[config.mk]
export PLATFORM = sky130hd
export DESIGN_NAME = source_token_scanner
export DESIGN_NICKNAME = d
export VERILOG_FILES = /design/src/hdl/sts_pkg.sv /design/src/hdl/sts_front.sv /design/src/hdl/sts_queue.sv /design/src/hdl/sts_back.sv /design/src/hdl/source_token_scanner.sv
export VERILOG_INCLUDE_DIRS = /design/src /design/src/hdl
export SDC_FILE = /design/constraint.sdc
export NUM_CORES = 1
export LEC_CHECK = 0
export BUFFER_PORTS_ARGS = -buffer_cell sky130_fd_sc_hd__buf_2
export CORE_ASPECT_RATIO = 0.7
export CORE_MARGIN = 2
export CORE_UTILIZATION = 38
export DETAILED_ROUTE_END_ITERATION = 8
export GPL_ROUTABILITY_DRIVEN = 0
export GPL_TIMING_DRIVEN = 0
export HOLD_SLACK_MARGIN = 0.06
export SYNTH_ARGS = -nofsm -noshare
export SYNTH_HDL_FRONTEND = slang
export SYNTH_SLANG_ARGS = --single-unit
export TNS_END_PERCENT = 5
[constraint.sdc]
create_clock -name clk -period 16.96 [get_ports clk]
set_input_delay 0.848 -clock clk [delete_from_list [all_inputs] [get_ports clk]]
set_output_delay 0.848 -clock clk [all_outputs]
set_load 0.01 [all_outputs]
[src/hdl/source_token_scanner_macros.svh]
// assertion macros shared by the scanner modules
// expects signals named clk and rst in the module that uses them
`ifndef SOURCE_TOKEN_SCANNER_MACROS_SVH
`define SOURCE_TOKEN_SCANNER_MACROS_SVH

// same-cycle implication, checked outside reset
`define STS_ASSERT_NOW(lbl, ante, cons, msg) \
  lbl: assert property (@(posedge clk) disable iff (rst) (ante) |-> (cons)) else $error(msg);

// next-cycle implication, checked outside reset
`define STS_ASSERT_NEXT(lbl, ante, cons, msg) \
  lbl: assert property (@(posedge clk) disable iff (rst) (ante) |=> (cons)) else $error(msg);

`endif

[src/hdl/sts_pkg.sv]
// shared types, constants and lookup functions of the source token scanner
// no dependencies
package sts_pkg;

  localparam int STS_WORD_BYTES   = 8;
  localparam int STS_LENGTH_LIMIT = 255;
  localparam int STS_LINE_BITS    = 16;
  localparam int STS_QUEUE_DEPTH  = 4;

  // token kinds
  localparam logic [4:0] KIND_IDENT  = 5'd0;
  localparam logic [4:0] KIND_LPAREN = 5'd1;
  localparam logic [4:0] KIND_RPAREN = 5'd2;
  localparam logic [4:0] KIND_LBRACE = 5'd3;
  localparam logic [4:0] KIND_RBRACE = 5'd4;
  localparam logic [4:0] KIND_COMMA  = 5'd5;
  localparam logic [4:0] KIND_DOT    = 5'd6;
  localparam logic [4:0] KIND_MINUS  = 5'd7;
  localparam logic [4:0] KIND_PLUS   = 5'd8;
  localparam logic [4:0] KIND_SEMI   = 5'd9;
  localparam logic [4:0] KIND_ASSIGN = 5'd10;
  localparam logic [4:0] KIND_STAR   = 5'd11;
  localparam logic [4:0] KIND_AMP    = 5'd12;
  localparam logic [4:0] KIND_QUOTE  = 5'd13;
  localparam logic [4:0] KIND_STRING = 5'd14;
  localparam logic [4:0] KIND_BOOL   = 5'd15;
  localparam logic [4:0] KIND_CHAR   = 5'd16;
  localparam logic [4:0] KIND_INT    = 5'd17;
  localparam logic [4:0] KIND_FLOAT  = 5'd18;
  localparam logic [4:0] KIND_ARRAY  = 5'd19;
  localparam logic [4:0] KIND_DOUBLE = 5'd20;
  localparam logic [4:0] KIND_CONST  = 5'd21;
  localparam logic [4:0] KIND_ELSE   = 5'd22;
  localparam logic [4:0] KIND_ELIF   = 5'd23;
  localparam logic [4:0] KIND_FUNC   = 5'd24;
  localparam logic [4:0] KIND_FOR    = 5'd25;
  localparam logic [4:0] KIND_IF     = 5'd26;
  localparam logic [4:0] KIND_OUT    = 5'd27;
  localparam logic [4:0] KIND_WHILE  = 5'd28;
  localparam logic [4:0] KIND_VOID   = 5'd29;

  // special bytes
  localparam logic [7:0] CHAR_TAB      = 8'h09;
  localparam logic [7:0] CHAR_NEWLINE  = 8'h0A;
  localparam logic [7:0] CHAR_VTAB     = 8'h0B;
  localparam logic [7:0] CHAR_FORMFEED = 8'h0C;
  localparam logic [7:0] CHAR_CR       = 8'h0D;
  localparam logic [7:0] CHAR_SPACE    = 8'h20;
  localparam logic [7:0] CHAR_QUOTE    = 8'h22;
  localparam logic [7:0] CHAR_HASH     = 8'h23;

  // keyword table, first byte lowest, zero padded
  localparam int KW_COUNT = 17;
  localparam logic [47:0] KW_TEXT [KW_COUNT] = '{
    48'h66,             // f
    48'h74756F,         // out
    48'h746E69,         // int
    48'h676E69727453,   // String
    48'h6C6F6F62,       // bool
    48'h7961727241,     // Array
    48'h74616F6C66,     // float
    48'h64696F76,       // void
    48'h656C62756F64,   // double
    48'h72616863,       // char
    48'h74736E6F63,     // const
    48'h6669,           // if
    48'h66696C65,       // elif
    48'h65736C65,       // else
    48'h656C696877,     // while
    48'h726F66,         // for
    48'h6E7275746572    // return
  };
  localparam logic [7:0] KW_LEN [KW_COUNT] = '{
    8'd1, 8'd3, 8'd3, 8'd6, 8'd4, 8'd5, 8'd5, 8'd4, 8'd6,
    8'd4, 8'd5, 8'd2, 8'd4, 8'd4, 8'd5, 8'd3, 8'd6
  };
  localparam logic [4:0] KW_KIND [KW_COUNT] = '{
    KIND_FUNC, KIND_OUT, KIND_INT, KIND_STRING, KIND_BOOL, KIND_ARRAY,
    KIND_FLOAT, KIND_VOID, KIND_DOUBLE, KIND_CHAR, KIND_CONST, KIND_IF,
    KIND_ELIF, KIND_ELSE, KIND_WHILE, KIND_FOR, KIND_OUT
  };

  // one queue entry: what a single byte asks the output side to send
  typedef struct packed {
    logic        word_valid;
    logic [4:0]  word_kind;
    logic [63:0] word_text;
    logic [7:0]  word_length;
    logic [15:0] line_number;
    logic        punct_valid;
    logic [4:0]  punct_kind;
  } sts_cmd_t;

  // single-character punctuators, identifier kind when none
  function automatic logic [4:0] punct_kind(input logic [7:0] c);
    logic [4:0] k;
    unique case (c)
      8'h28:   k = KIND_LPAREN;
      8'h29:   k = KIND_RPAREN;
      8'h7B:   k = KIND_LBRACE;
      8'h7D:   k = KIND_RBRACE;
      8'h2C:   k = KIND_COMMA;
      8'h2E:   k = KIND_DOT;
      8'h2D:   k = KIND_MINUS;
      8'h2B:   k = KIND_PLUS;
      8'h3B:   k = KIND_SEMI;
      8'h3D:   k = KIND_ASSIGN;
      8'h2A:   k = KIND_STAR;
      8'h26:   k = KIND_AMP;
      default: k = KIND_IDENT;
    endcase
    return k;
  endfunction

  // parallel keyword match; bytes past the length are zero, first entry wins
  function automatic logic [4:0] classify(input logic [63:0] text,
                                          input logic [7:0] len);
    logic [4:0] k;
    k = KIND_IDENT;
    for (int i = KW_COUNT - 1; i >= 0; i--) begin
      if (len == KW_LEN[i] && text == {16'h0, KW_TEXT[i]}) begin
        k = KW_KIND[i];
      end
    end
    return k;
  endfunction

endpackage

[src/hdl/sts_front.sv]
// front end: accepts bytes, keeps the pending word and modes, classifies words
// depends on sts_pkg
module sts_front import sts_pkg::*; #(
  parameter int WORD_BYTES   = STS_WORD_BYTES,
  parameter int LENGTH_LIMIT = STS_LENGTH_LIMIT,
  parameter int LINE_BITS    = STS_LINE_BITS
) (
  input  logic       clk,
  input  logic       rst,
  input  logic       s_tvalid,
  output logic       s_tready,
  input  logic [7:0] s_tdata,
  input  logic       q_full,
  output logic       push,
  output sts_cmd_t   cmd
);

  localparam int TextBits = 8 * WORD_BYTES;
  localparam int LenBits  = $clog2(LENGTH_LIMIT + 1);

  logic [TextBits-1:0]  pending_text, pending_text_next, text_app;
  logic [LenBits-1:0]   pending_length, pending_length_next, len_app;
  logic                 string_mode, string_mode_next;
  logic                 comment_mode, comment_mode_next;
  logic [LINE_BITS-1:0] line_count, line_count_next;

  logic        fire;
  logic [31:0] len_wide, line_wide;
  logic [7:0]  len_out;
  logic [15:0] line_out;
  logic        is_space;
  logic [4:0]  pk;
  logic        has_word;

  assign s_tready = !q_full;
  assign fire     = s_tvalid && s_tready;

  always_comb begin
    len_wide  = 32'(pending_length);
    line_wide = 32'(line_count);
    len_out   = (len_wide > 32'd255) ? 8'hFF : len_wide[7:0];
    line_out  = (line_wide > 32'd65535) ? 16'hFFFF : line_wide[15:0];
    has_word  = (pending_length != '0);
    is_space  = (s_tdata == CHAR_SPACE) || (s_tdata == CHAR_TAB) ||
                (s_tdata == CHAR_VTAB) || (s_tdata == CHAR_FORMFEED) ||
                (s_tdata == CHAR_CR);
    pk        = punct_kind(s_tdata);

    // word with this byte appended
    text_app = pending_text;
    for (int i = 0; i < WORD_BYTES; i++) begin
      if (len_wide == 32'(i)) begin
        text_app[i*8 +: 8] = s_tdata;
      end
    end
    len_app = (len_wide < 32'(LENGTH_LIMIT)) ? pending_length + LenBits'(1) : pending_length;

    pending_text_next   = pending_text;
    pending_length_next = pending_length;
    string_mode_next    = string_mode;
    comment_mode_next   = comment_mode;
    line_count_next     = line_count;

    cmd.word_valid  = 1'b0;
    cmd.word_kind   = classify(64'(pending_text), len_out);
    cmd.word_text   = 64'(pending_text);
    cmd.word_length = len_out;
    cmd.line_number = line_out;
    cmd.punct_valid = 1'b0;
    cmd.punct_kind  = pk;

    priority if (s_tdata == CHAR_NEWLINE) begin
      if (line_count != '1) line_count_next = line_count + LINE_BITS'(1);
      comment_mode_next = 1'b0;
    end else if (comment_mode) begin
      // skipped up to the newline
    end else if (s_tdata == CHAR_QUOTE) begin
      string_mode_next    = !string_mode;
      cmd.word_valid      = string_mode && has_word;
      cmd.punct_valid     = 1'b1;
      cmd.punct_kind      = KIND_QUOTE;
      pending_text_next   = '0;
      pending_length_next = '0;
    end else if (string_mode) begin
      pending_text_next   = text_app;
      pending_length_next = len_app;
    end else if (s_tdata == CHAR_HASH) begin
      pending_text_next   = '0;
      pending_length_next = '0;
      comment_mode_next   = 1'b1;
    end else if (is_space) begin
      cmd.word_valid      = has_word;
      pending_text_next   = '0;
      pending_length_next = '0;
    end else if (pk != KIND_IDENT) begin
      cmd.word_valid      = has_word;
      cmd.punct_valid     = 1'b1;
      pending_text_next   = '0;
      pending_length_next = '0;
    end else begin
      pending_text_next   = text_app;
      pending_length_next = len_app;
    end

    push = fire && (cmd.word_valid || cmd.punct_valid);
  end

  always_ff @(posedge clk) begin
    if (rst) begin
      pending_text   <= '0;
      pending_length <= '0;
      string_mode    <= 1'b0;
      comment_mode   <= 1'b0;
      line_count     <= LINE_BITS'(1);
    end else if (fire) begin
      pending_text   <= pending_text_next;
      pending_length <= pending_length_next;
      string_mode    <= string_mode_next;
      comment_mode   <= comment_mode_next;
      line_count     <= line_count_next;
    end
  end

endmodule

[src/hdl/sts_queue.sv]
// short command queue between the front end and the token output side
// depends on sts_pkg and source_token_scanner_macros.svh
`include "source_token_scanner_macros.svh"
module sts_queue import sts_pkg::*; #(
  parameter int DEPTH = STS_QUEUE_DEPTH
) (
  input  logic     clk,
  input  logic     rst,
  input  logic     push,
  input  sts_cmd_t push_cmd,
  output logic     full,
  output logic     valid,
  output sts_cmd_t head,
  input  logic     pop
);

  localparam int PtrBits   = $clog2(DEPTH);
  localparam int CountBits = $clog2(DEPTH + 1);

  sts_cmd_t             entries [DEPTH];
  logic [PtrBits-1:0]   wr_ptr, rd_ptr;
  logic [CountBits-1:0] count;

  assign full  = (count == CountBits'(DEPTH));
  assign valid = (count != '0);
  assign head  = entries[rd_ptr];

  always_ff @(posedge clk) begin
    if (push) entries[wr_ptr] <= push_cmd;
  end

  always_ff @(posedge clk) begin
    if (rst) begin
      wr_ptr <= '0;
      rd_ptr <= '0;
      count  <= '0;
    end else begin
      if (push) begin
        wr_ptr <= (wr_ptr == PtrBits'(DEPTH - 1)) ? '0 : wr_ptr + PtrBits'(1);
      end
      if (pop) begin
        rd_ptr <= (rd_ptr == PtrBits'(DEPTH - 1)) ? '0 : rd_ptr + PtrBits'(1);
      end
      if (push && !pop) count <= count + CountBits'(1);
      else if (pop && !push) count <= count - CountBits'(1);
    end
  end

  `STS_ASSERT_NOW(a_pop_nonempty, pop, valid, "queue popped while empty")
  `STS_ASSERT_NOW(a_push_room, push, !full || pop, "queue pushed while full")
  `STS_ASSERT_NEXT(a_count_grow, push && !pop, count == $past(count) + CountBits'(1), "queue count did not grow")

endmodule

[src/hdl/sts_back.sv]
// output side: unpacks queue commands into one or two tokens, registered output
// depends on sts_pkg and source_token_scanner_macros.svh
`include "source_token_scanner_macros.svh"
module sts_back import sts_pkg::*; (
  input  logic        clk,
  input  logic        rst,
  input  logic        q_valid,
  input  sts_cmd_t    q_head,
  output logic        pop,
  output logic        m_tvalid,
  input  logic        m_tready,
  output logic [95:0] m_tdata,
  output logic        m_tlast
);

  logic load;
  logic send_word;
  logic phase;  // word token of the head entry already sent

  assign load      = q_valid && (!m_tvalid || m_tready);
  assign send_word = q_head.word_valid && !phase;
  assign pop       = load && (!send_word || !q_head.punct_valid);

  always_ff @(posedge clk) begin
    if (rst) begin
      m_tvalid <= 1'b0;
      phase    <= 1'b0;
    end else if (load) begin
      m_tvalid <= 1'b1;
      phase    <= send_word && q_head.punct_valid;
    end else if (m_tready) begin
      m_tvalid <= 1'b0;
    end
  end

  always_ff @(posedge clk) begin
    if (load) begin
      if (send_word) begin
        m_tdata <= {3'b000, q_head.word_length, q_head.word_text,
                    q_head.line_number, q_head.word_kind};
        m_tlast <= !q_head.punct_valid;
      end else begin
        m_tdata <= {3'b000, 8'h00, 64'h0, q_head.line_number, q_head.punct_kind};
        m_tlast <= 1'b1;
      end
    end
  end

  `STS_ASSERT_NOW(a_split_pending, m_tvalid && !m_tlast, phase, "word token shown without its follower pending")
  `STS_ASSERT_NOW(a_split_head, phase, q_valid, "follower token lost from queue head")

endmodule

[src/hdl/source_token_scanner.sv]
// top level of the source token scanner: front end, command queue, output side
// depends on sts_pkg, sts_front, sts_queue and sts_back
//
// The scanner takes source text one byte per item on the s_ stream and sends
// tokens on the m_ stream. It accepts a byte every clock cycle as long as the
// command queue has room. Most bytes give no token or one; a punctuator or
// closing quote that ends a non-empty word gives two (the word, then the
// punctuator or quotation), and the output register sends them in that order.
// Such a byte always follows a word byte that gives no token, so with m_tready
// held high the output keeps up and the sustained rate is one byte per cycle;
// a stalled output fills the queue and drops s_tready until a queue entry is
// released. From byte accept to token valid a command passes the queue entry,
// written at the accept edge, and then the output register; the second token
// of a byte enters the output register once the first is taken.
// Words are held as their first WORD_BYTES bytes plus a length saturating at
// LENGTH_LIMIT; keywords are matched in parallel against the pending word as
// the terminator arrives. Lines are counted in LINE_BITS bits, saturating.
// m_tlast marks the last token caused by one byte.
module source_token_scanner import sts_pkg::*; #(
  parameter int WORD_BYTES   = STS_WORD_BYTES,   // 6 to 8
  parameter int LENGTH_LIMIT = STS_LENGTH_LIMIT, // 8 to 65535
  parameter int LINE_BITS    = STS_LINE_BITS,    // 8 to 32
  parameter int QUEUE_DEPTH  = STS_QUEUE_DEPTH   // 2 or more
) (
  input  logic        clk,
  input  logic        rst,
  input  logic        s_tvalid,
  output logic        s_tready,
  input  logic [7:0]  s_tdata,   // char_in
  output logic        m_tvalid,
  input  logic        m_tready,
  output logic [95:0] m_tdata,   // token_kind[4:0], line_number[20:5],
                                 // word_text[84:21], word_length[92:85], zero
  output logic        m_tlast    // last_of_run
);

  // front to queue
  logic     push;
  sts_cmd_t push_cmd;
  logic     q_full;

  // queue to output side
  logic     q_valid;
  sts_cmd_t q_head;
  logic     pop;

  // byte intake and word classification
  sts_front #(
    .WORD_BYTES   (WORD_BYTES),
    .LENGTH_LIMIT (LENGTH_LIMIT),
    .LINE_BITS    (LINE_BITS)
  ) u_front (
    .clk      (clk),
    .rst      (rst),
    .s_tvalid (s_tvalid),
    .s_tready (s_tready),
    .s_tdata  (s_tdata),
    .q_full   (q_full),
    .push     (push),
    .cmd      (push_cmd)
  );

  // decouples intake from a stalled output
  sts_queue #(
    .DEPTH (QUEUE_DEPTH)
  ) u_queue (
    .clk      (clk),
    .rst      (rst),
    .push     (push),
    .push_cmd (push_cmd),
    .full     (q_full),
    .valid    (q_valid),
    .head     (q_head),
    .pop      (pop)
  );

  // token sequencing and output register
  sts_back u_back (
    .clk      (clk),
    .rst      (rst),
    .q_valid  (q_valid),
    .q_head   (q_head),
    .pop      (pop),
    .m_tvalid (m_tvalid),
    .m_tready (m_tready),
    .m_tdata  (m_tdata),
    .m_tlast  (m_tlast)
  );

endmodule

Word-level counts from Yosys, hierarchy flattened
Memory sizes are Yosys's and may differ from the RTL's. A register that Yosys moved wholly into a read port is not among the register bits. Index checks and enable logic that the tools add are counted.

Bits in registers: 193. Latch bits: 0. RAM bits: 400. Memory bits (read-only): 0. Logic and storage cells: 189. Memories kept: 1.

Memory list: u_queue.entries (depth 4, bits a word 100, rd ports 1, clocked after memory_dff 1, wr ports 1, RTL line sts_queue.sv:20) `sts_cmd_t entries [DEPTH];`.

Add/sub/neg operators: 6. Multipliers: 0. Div/mod/pow operators: 0. $lt $le $gt $ge: 1. Eq/ne operators: 48. Shift-type cells: 0. Multiplexer cells: 68. Bitwise gates (word level): 2. Reduce and logical (&&, ||, !) cells: 50.

Operator list (count): $eq 64x31->1 const B (5); $mux 64 (5); $eq 64x39->1 const B (4); $eq 64x23->1 const B (3); $eq 64x47->1 const B (3); $mux 8 (14); $eq 8x6->1 const B (13); $mux 5 (18); $eq 64x15->1 const B (1); $eq 64x7->1 const B (1); $pmux 4 s12 (1); $eq 8x4->1 const B (5); $eq 8x3->1 const B (4); $logic_and 1x1->1 (26); $mux 1 (21); $add 16x1->16 const B (1); $eq 8x2->1 const B (2); $eq 8x7->1 const B (2); $ne 16x16->1 const B (1); $mux 6 (2); $add 8x1->8 const B (1); $eq 8x1->1 const B (1); $logic_not 1->1 (8); $logic_not 8->1 (1); other kinds (17) (32).

Depth between registers and ports, before layout
Depth in word-level cells: 19. Depth in mapped cells: 13. Depth with buffers taken out: 12.

Hierarchy
A second synthesis with hierarchy kept.

Cell total of the unflattened synthesis: 1358. Area total of the unflattened synthesis: 23625.2 um^2.

By module, submodules not included: sts_queue (times used 1, cells an instance 566, area each 14970.6 um^2); sts_front (times used 1, cells an instance 595, area each 5118.7 um^2); sts_back (times used 1, cells an instance 197, area each 3535.9 um^2).

Least setup slack after synthesis
OpenSTA, ideal clock, no wires.

Path type: input to register. Start point: input port m_tready. End point: register u_queue.count[2]. Arrival: 7.438 ns. Data required time: 16.889 ns. Setup slack: 9.451 ns. Cell stages on the path: 9. Cell sequence: inv_1 a21oi_1 nand2_1 ha_1 inv_1 fa_1 xor2_1 or3_1 a21oi_1.

Cells in the longest elaborated chain, start to end: 6. Elaborated cells on any way between the ends: 8.

RTL lines: start: declaration (RTL line source_token_scanner.sv:31) `input logic m_tready,`; $logic_or 1x1->1 * (RTL line sts_back.sv:20) `assign load = q_valid && (!m_tvalid || m_tready);`; $logic_and 1x1->1 * (RTL line sts_back.sv:20); named net u_back.load (RTL line sts_back.sv:16) `logic load;`; $logic_and 1x1->1 * (RTL line sts_back.sv:22) `assign pop = load && (!send_word || !q_head.punct_valid);`; $logic_not 1->1 (RTL line sts_queue.sv:44) `if (push && !pop) count <= count + CountBits'(1);`; $logic_and 1x1->1 (RTL line sts_queue.sv:44); $mux 3 or $reduce_bool 2->1 (tied branches); end signal: assignment (RTL line sts_queue.sv:44); end signal: assignment (RTL line sts_queue.sv:45) `else if (pop && !push) count <= count - CountBits'(1);`; end: declaration (RTL line sts_queue.sv:22) `logic [CountBits-1:0] count;`.

Mark *: on every way through the listed nets, which the timed path passes. The rest lies on a longest branch. A chain may end at the register's enable or synchronous reset.

==> run_results.csv <==
group,metric,value,unit
outcome,status,"finished clean",
critical_path,critPathRequiredTime,17280,ps
layout,mostFrequentLayoutCells,"edfxtp_1, buf_2, nor2_1",
cts,clockBufferDepth,3,
layout,nNetsFinal,1579,
cts,cts_tree,"done",
timing,fin_tns_setup,0,ps
cts,cts_max_level,2,
global_route,grt_remaining_overflow,0,
placed_design,placed_cells,2305,
synth,synthArstFlopShare,0,
power_and_ir_drop,power_density,141,mW/mm^2
timing,finalSetupViolCount,0,
cts,cts_buffers,56,
route,drt_wl_total,52.5,mm
timing,finalMaxSlewViolations,0,
cts,cts.sinks,591,
timing,relSlewSlack,0.131,
run,cap_violations,0,
power_and_ir_drop,power,3.78,mW
synth,syn_area,0.0232,sq mm
critical_path,critPathKind,"reg2reg",
route,first_pass_iters,5,
route,drc_errors,0,
floorplanning,rows,75,
synth,synth_edf_count,490,
synth,synth.avg_cell_area,16.8,sq um
layout,regArea,0.0167,sq mm
placed_design,hpwl,34.1,mm
global_route,antenna_found_initial,5,
floorplanning,ios,111,
layout,final_util,0.445,
timing,worst_pin_slew,1300,ps
floorplanning,die_w,299,um
route,post_drt_wl_per_cell,21.7,um
floorplanning,core,0.0602,sq mm
critical_path,cp.arrival,4570,ps
critical_path,start_kind,"register",
synth,yosysWarnings,0,
route,vias,13200,
global_route,track_usage,0.165,
layout,fill_cells,5272,
synth,yosysSeqAreaShare,0.721,
floorplanning,die_area,0.0631,sq mm
critical_path,slowest_delay,1000,ps
critical_path,cp_max_fo,12,
layout,multi_input_area,0.00606,sq mm
global_route,grt_pass1_wl,78.9,mm
synth,ys_ff_latch,591,
timing,max_freq,235,MHz
timing,hold_viol,0,
placed_design,post_dp_cell_area,0.0250,sq mm
placed_design,numPortBuffers,106,
timing,fin_worst_skew,33.4,ps
critical_path,end_kind,"register",
layout,drive_gt1_frac,0.213,
layout,syn2layout_area_growth,15.4,%
cts,root_buffer,"clkbuf_16",
route,postRouteAntennaNets,0,
global_route,grt_max_degree,56,
power_and_ir_drop,ir_drop,100,uV
cts,cts_hold_buf,0,
timing,finalCritPeriodShare,0.251,
layout,finalInstanceArea,0.0268,sq mm
floorplanning,die_h,211,um
synth,synthCells,1382,
cts,path_clk_slew,60,ps
placed_design,place_ws,12360,ps
critical_path,cpLargestDelayFamily,"buffers and inverters",
timing,rsz0062_at_grt,"false",
route,dr.first_iter.drc_count,1354,
layout,instances_no_fill,2417,
route,vias_per_cell,5.48,
synth,yosys_most_used_dff,"edfxtp_1",
cts,insertion_delay,630,ps
timing,hold_slack,492,ps
power_and_ir_drop,p_leak,8.92,nW
critical_path,crit_buf_inv,4,
timing,min_period,4260,ps
critical_path,crit_top_cell,"clkbuf_1",
critical_path,critPathSlowestCell,"clkbuf_1",
floorplanning,start_util,0.386,
worst_hold_path,hold_path_class,"reg2reg",
synth,synth.distinct_cells,67,
layout,final_common_cell,"edfxtp_1",
cts,post_cts_resized,0,
cts,postCtsSetupBuffers,0,
timing,timing.final.ws_setup,12700,ps
critical_path,crit_chain,"clkbuf_1 > mux4_2 > nand2b_1 > buf_2 > clkbuf_1 > clkbuf_1 > nor2b_1",
global_route,grt_pass1_vias,13300,
-- per-layer routing --
layer / part of all wire / routed length, um / vias to the layer above / GRT usage
met3: 0.083 / 4330 / 122 / 0.0432
met1: 0.45 / 23800 / 6705 / 0.239
met5: 0.00013 / 7 / - / 0
li1: - / - / 5858 / -
met4: 0.027 / 1400 / 2 / 0.0555
met2: 0.44 / 22900 / 556 / 0.243
-- cell families (layout without fill, tap and decap cells) --
logic type / after synthesis / after routing / share of synthesized area
DFF: 591 / 591 / 0.721
and+or+nand+nor: 423 / 423 / 0.101
AOI/OAI and AO/OA: 124 / 124 / 0.0439
muxes: 109 / 109 / 0.101
buffers and inverters: 103 / 322 / 0.0195
xor gates and xnor gates: 19 / 19 / 0.00717
adders and majority gates: 12 / 12 / 0.00679
other: 1 / 9 / 0.000162
-- area by class of cell --
class | count | area share
Clock buffer | 68 | 0.0555
Buffer | 76 | 0.0131
Inverter | 27 | 0.00378
Clock inverter | 38 | 0.0124
Sequential cell | 591 | 0.625
Antenna cell | 6 | 0.000560
Tap cell | 808 | 0.0377
Multi-Input combinational cell | 690 | 0.226
Timing Repair Buffer | 113 | 0.0262
-- registers in the layout, summed over array words and instances, names as in the netlist, named ones only --
| name | count |
|---|---|
| u_queue.wr_ptr | 2 |
| u_front.line_count | 16 |
| u_back.m_tvalid | 1 |
| u_back.phase | 1 |
| u_queue.entries | 396 |
| u_front.comment_mode | 1 |
| u_front.pending_text | 64 |
| u_back.m_tdata | 93 |
| u_back.m_tlast | 1 |
| u_queue.count | 3 |
| u_front.string_mode | 1 |
| u_front.len_out | 8 |
| u_queue.rd_ptr | 2 |
-- report_power, final --
group	internal, mW	switching [mW]	total (mW)	leakage, nW
sequential	1.76	0.0509	1.81	5.60
combinational	0.302	0.433	0.735	2.43
clock	0.689	0.541	1.23	0.881
total	2.75	1.02	3.78	8.92
-- worst reg2reg max path: cells and delay by family, from the launching register on --
| kind | cells | cell delay, ps |
|---|---|---|
| muxes | 1 | 620 |
| DFF | 1 | 300 |
| buffers and inverters | 4 | 2780 |
| and+or+nand+nor | 2 | 260 |
-- cells in the mapped netlist, types with 5 or more instances --
master,instances,area share
o21ai_0,6,0.0013
a22oi_1,7,0.0023
xor2_1,17,0.0064
buf_2,10,0.0022
and3_1,12,0.0032
nor2_1,108,0.017
and2_1,11,0.0030
nand4_1,28,0.0075
a32oi_1,49,0.018
nand3b_1,7,0.0023
nor4b_1,5,0.0019
ha_1,11,0.0059
nand4b_1,5,0.0019
o31ai_1,9,0.0029
mux4_2,99,0.096
edfxtp_1,490,0.63
nand2b_1,21,0.0057
buf_1,11,0.0018
mux2_2,5,0.0024
nor2b_1,79,0.021
nor4_1,24,0.0065
nand3_1,29,0.0063
o32ai_1,13,0.0049
mux2i_1,5,0.0022
a21oi_1,13,0.0028
inv_1,27,0.0044
buf_6,5,0.0024
clkbuf_1,46,0.0074
dfxtp_1,101,0.087
nor3_1,19,0.0041
or3_1,13,0.0035
nand2_1,35,0.0057
-- path summary, 6_finish.rpt --
check | start | endpoint | slack [ps] | cells after the start
setup / recovery | register | u_back.m_tdata[88] | 12700 | 7
hold / removal | u_back.phase | u_back.phase | 490 | 2
hold reg to reg | u_back.phase | u_back.phase | 490 | 2
setup reg to reg | register | u_back.m_tdata[88] | 12700 | 7
Note: power is estimated with default switching activity, not from simulation.
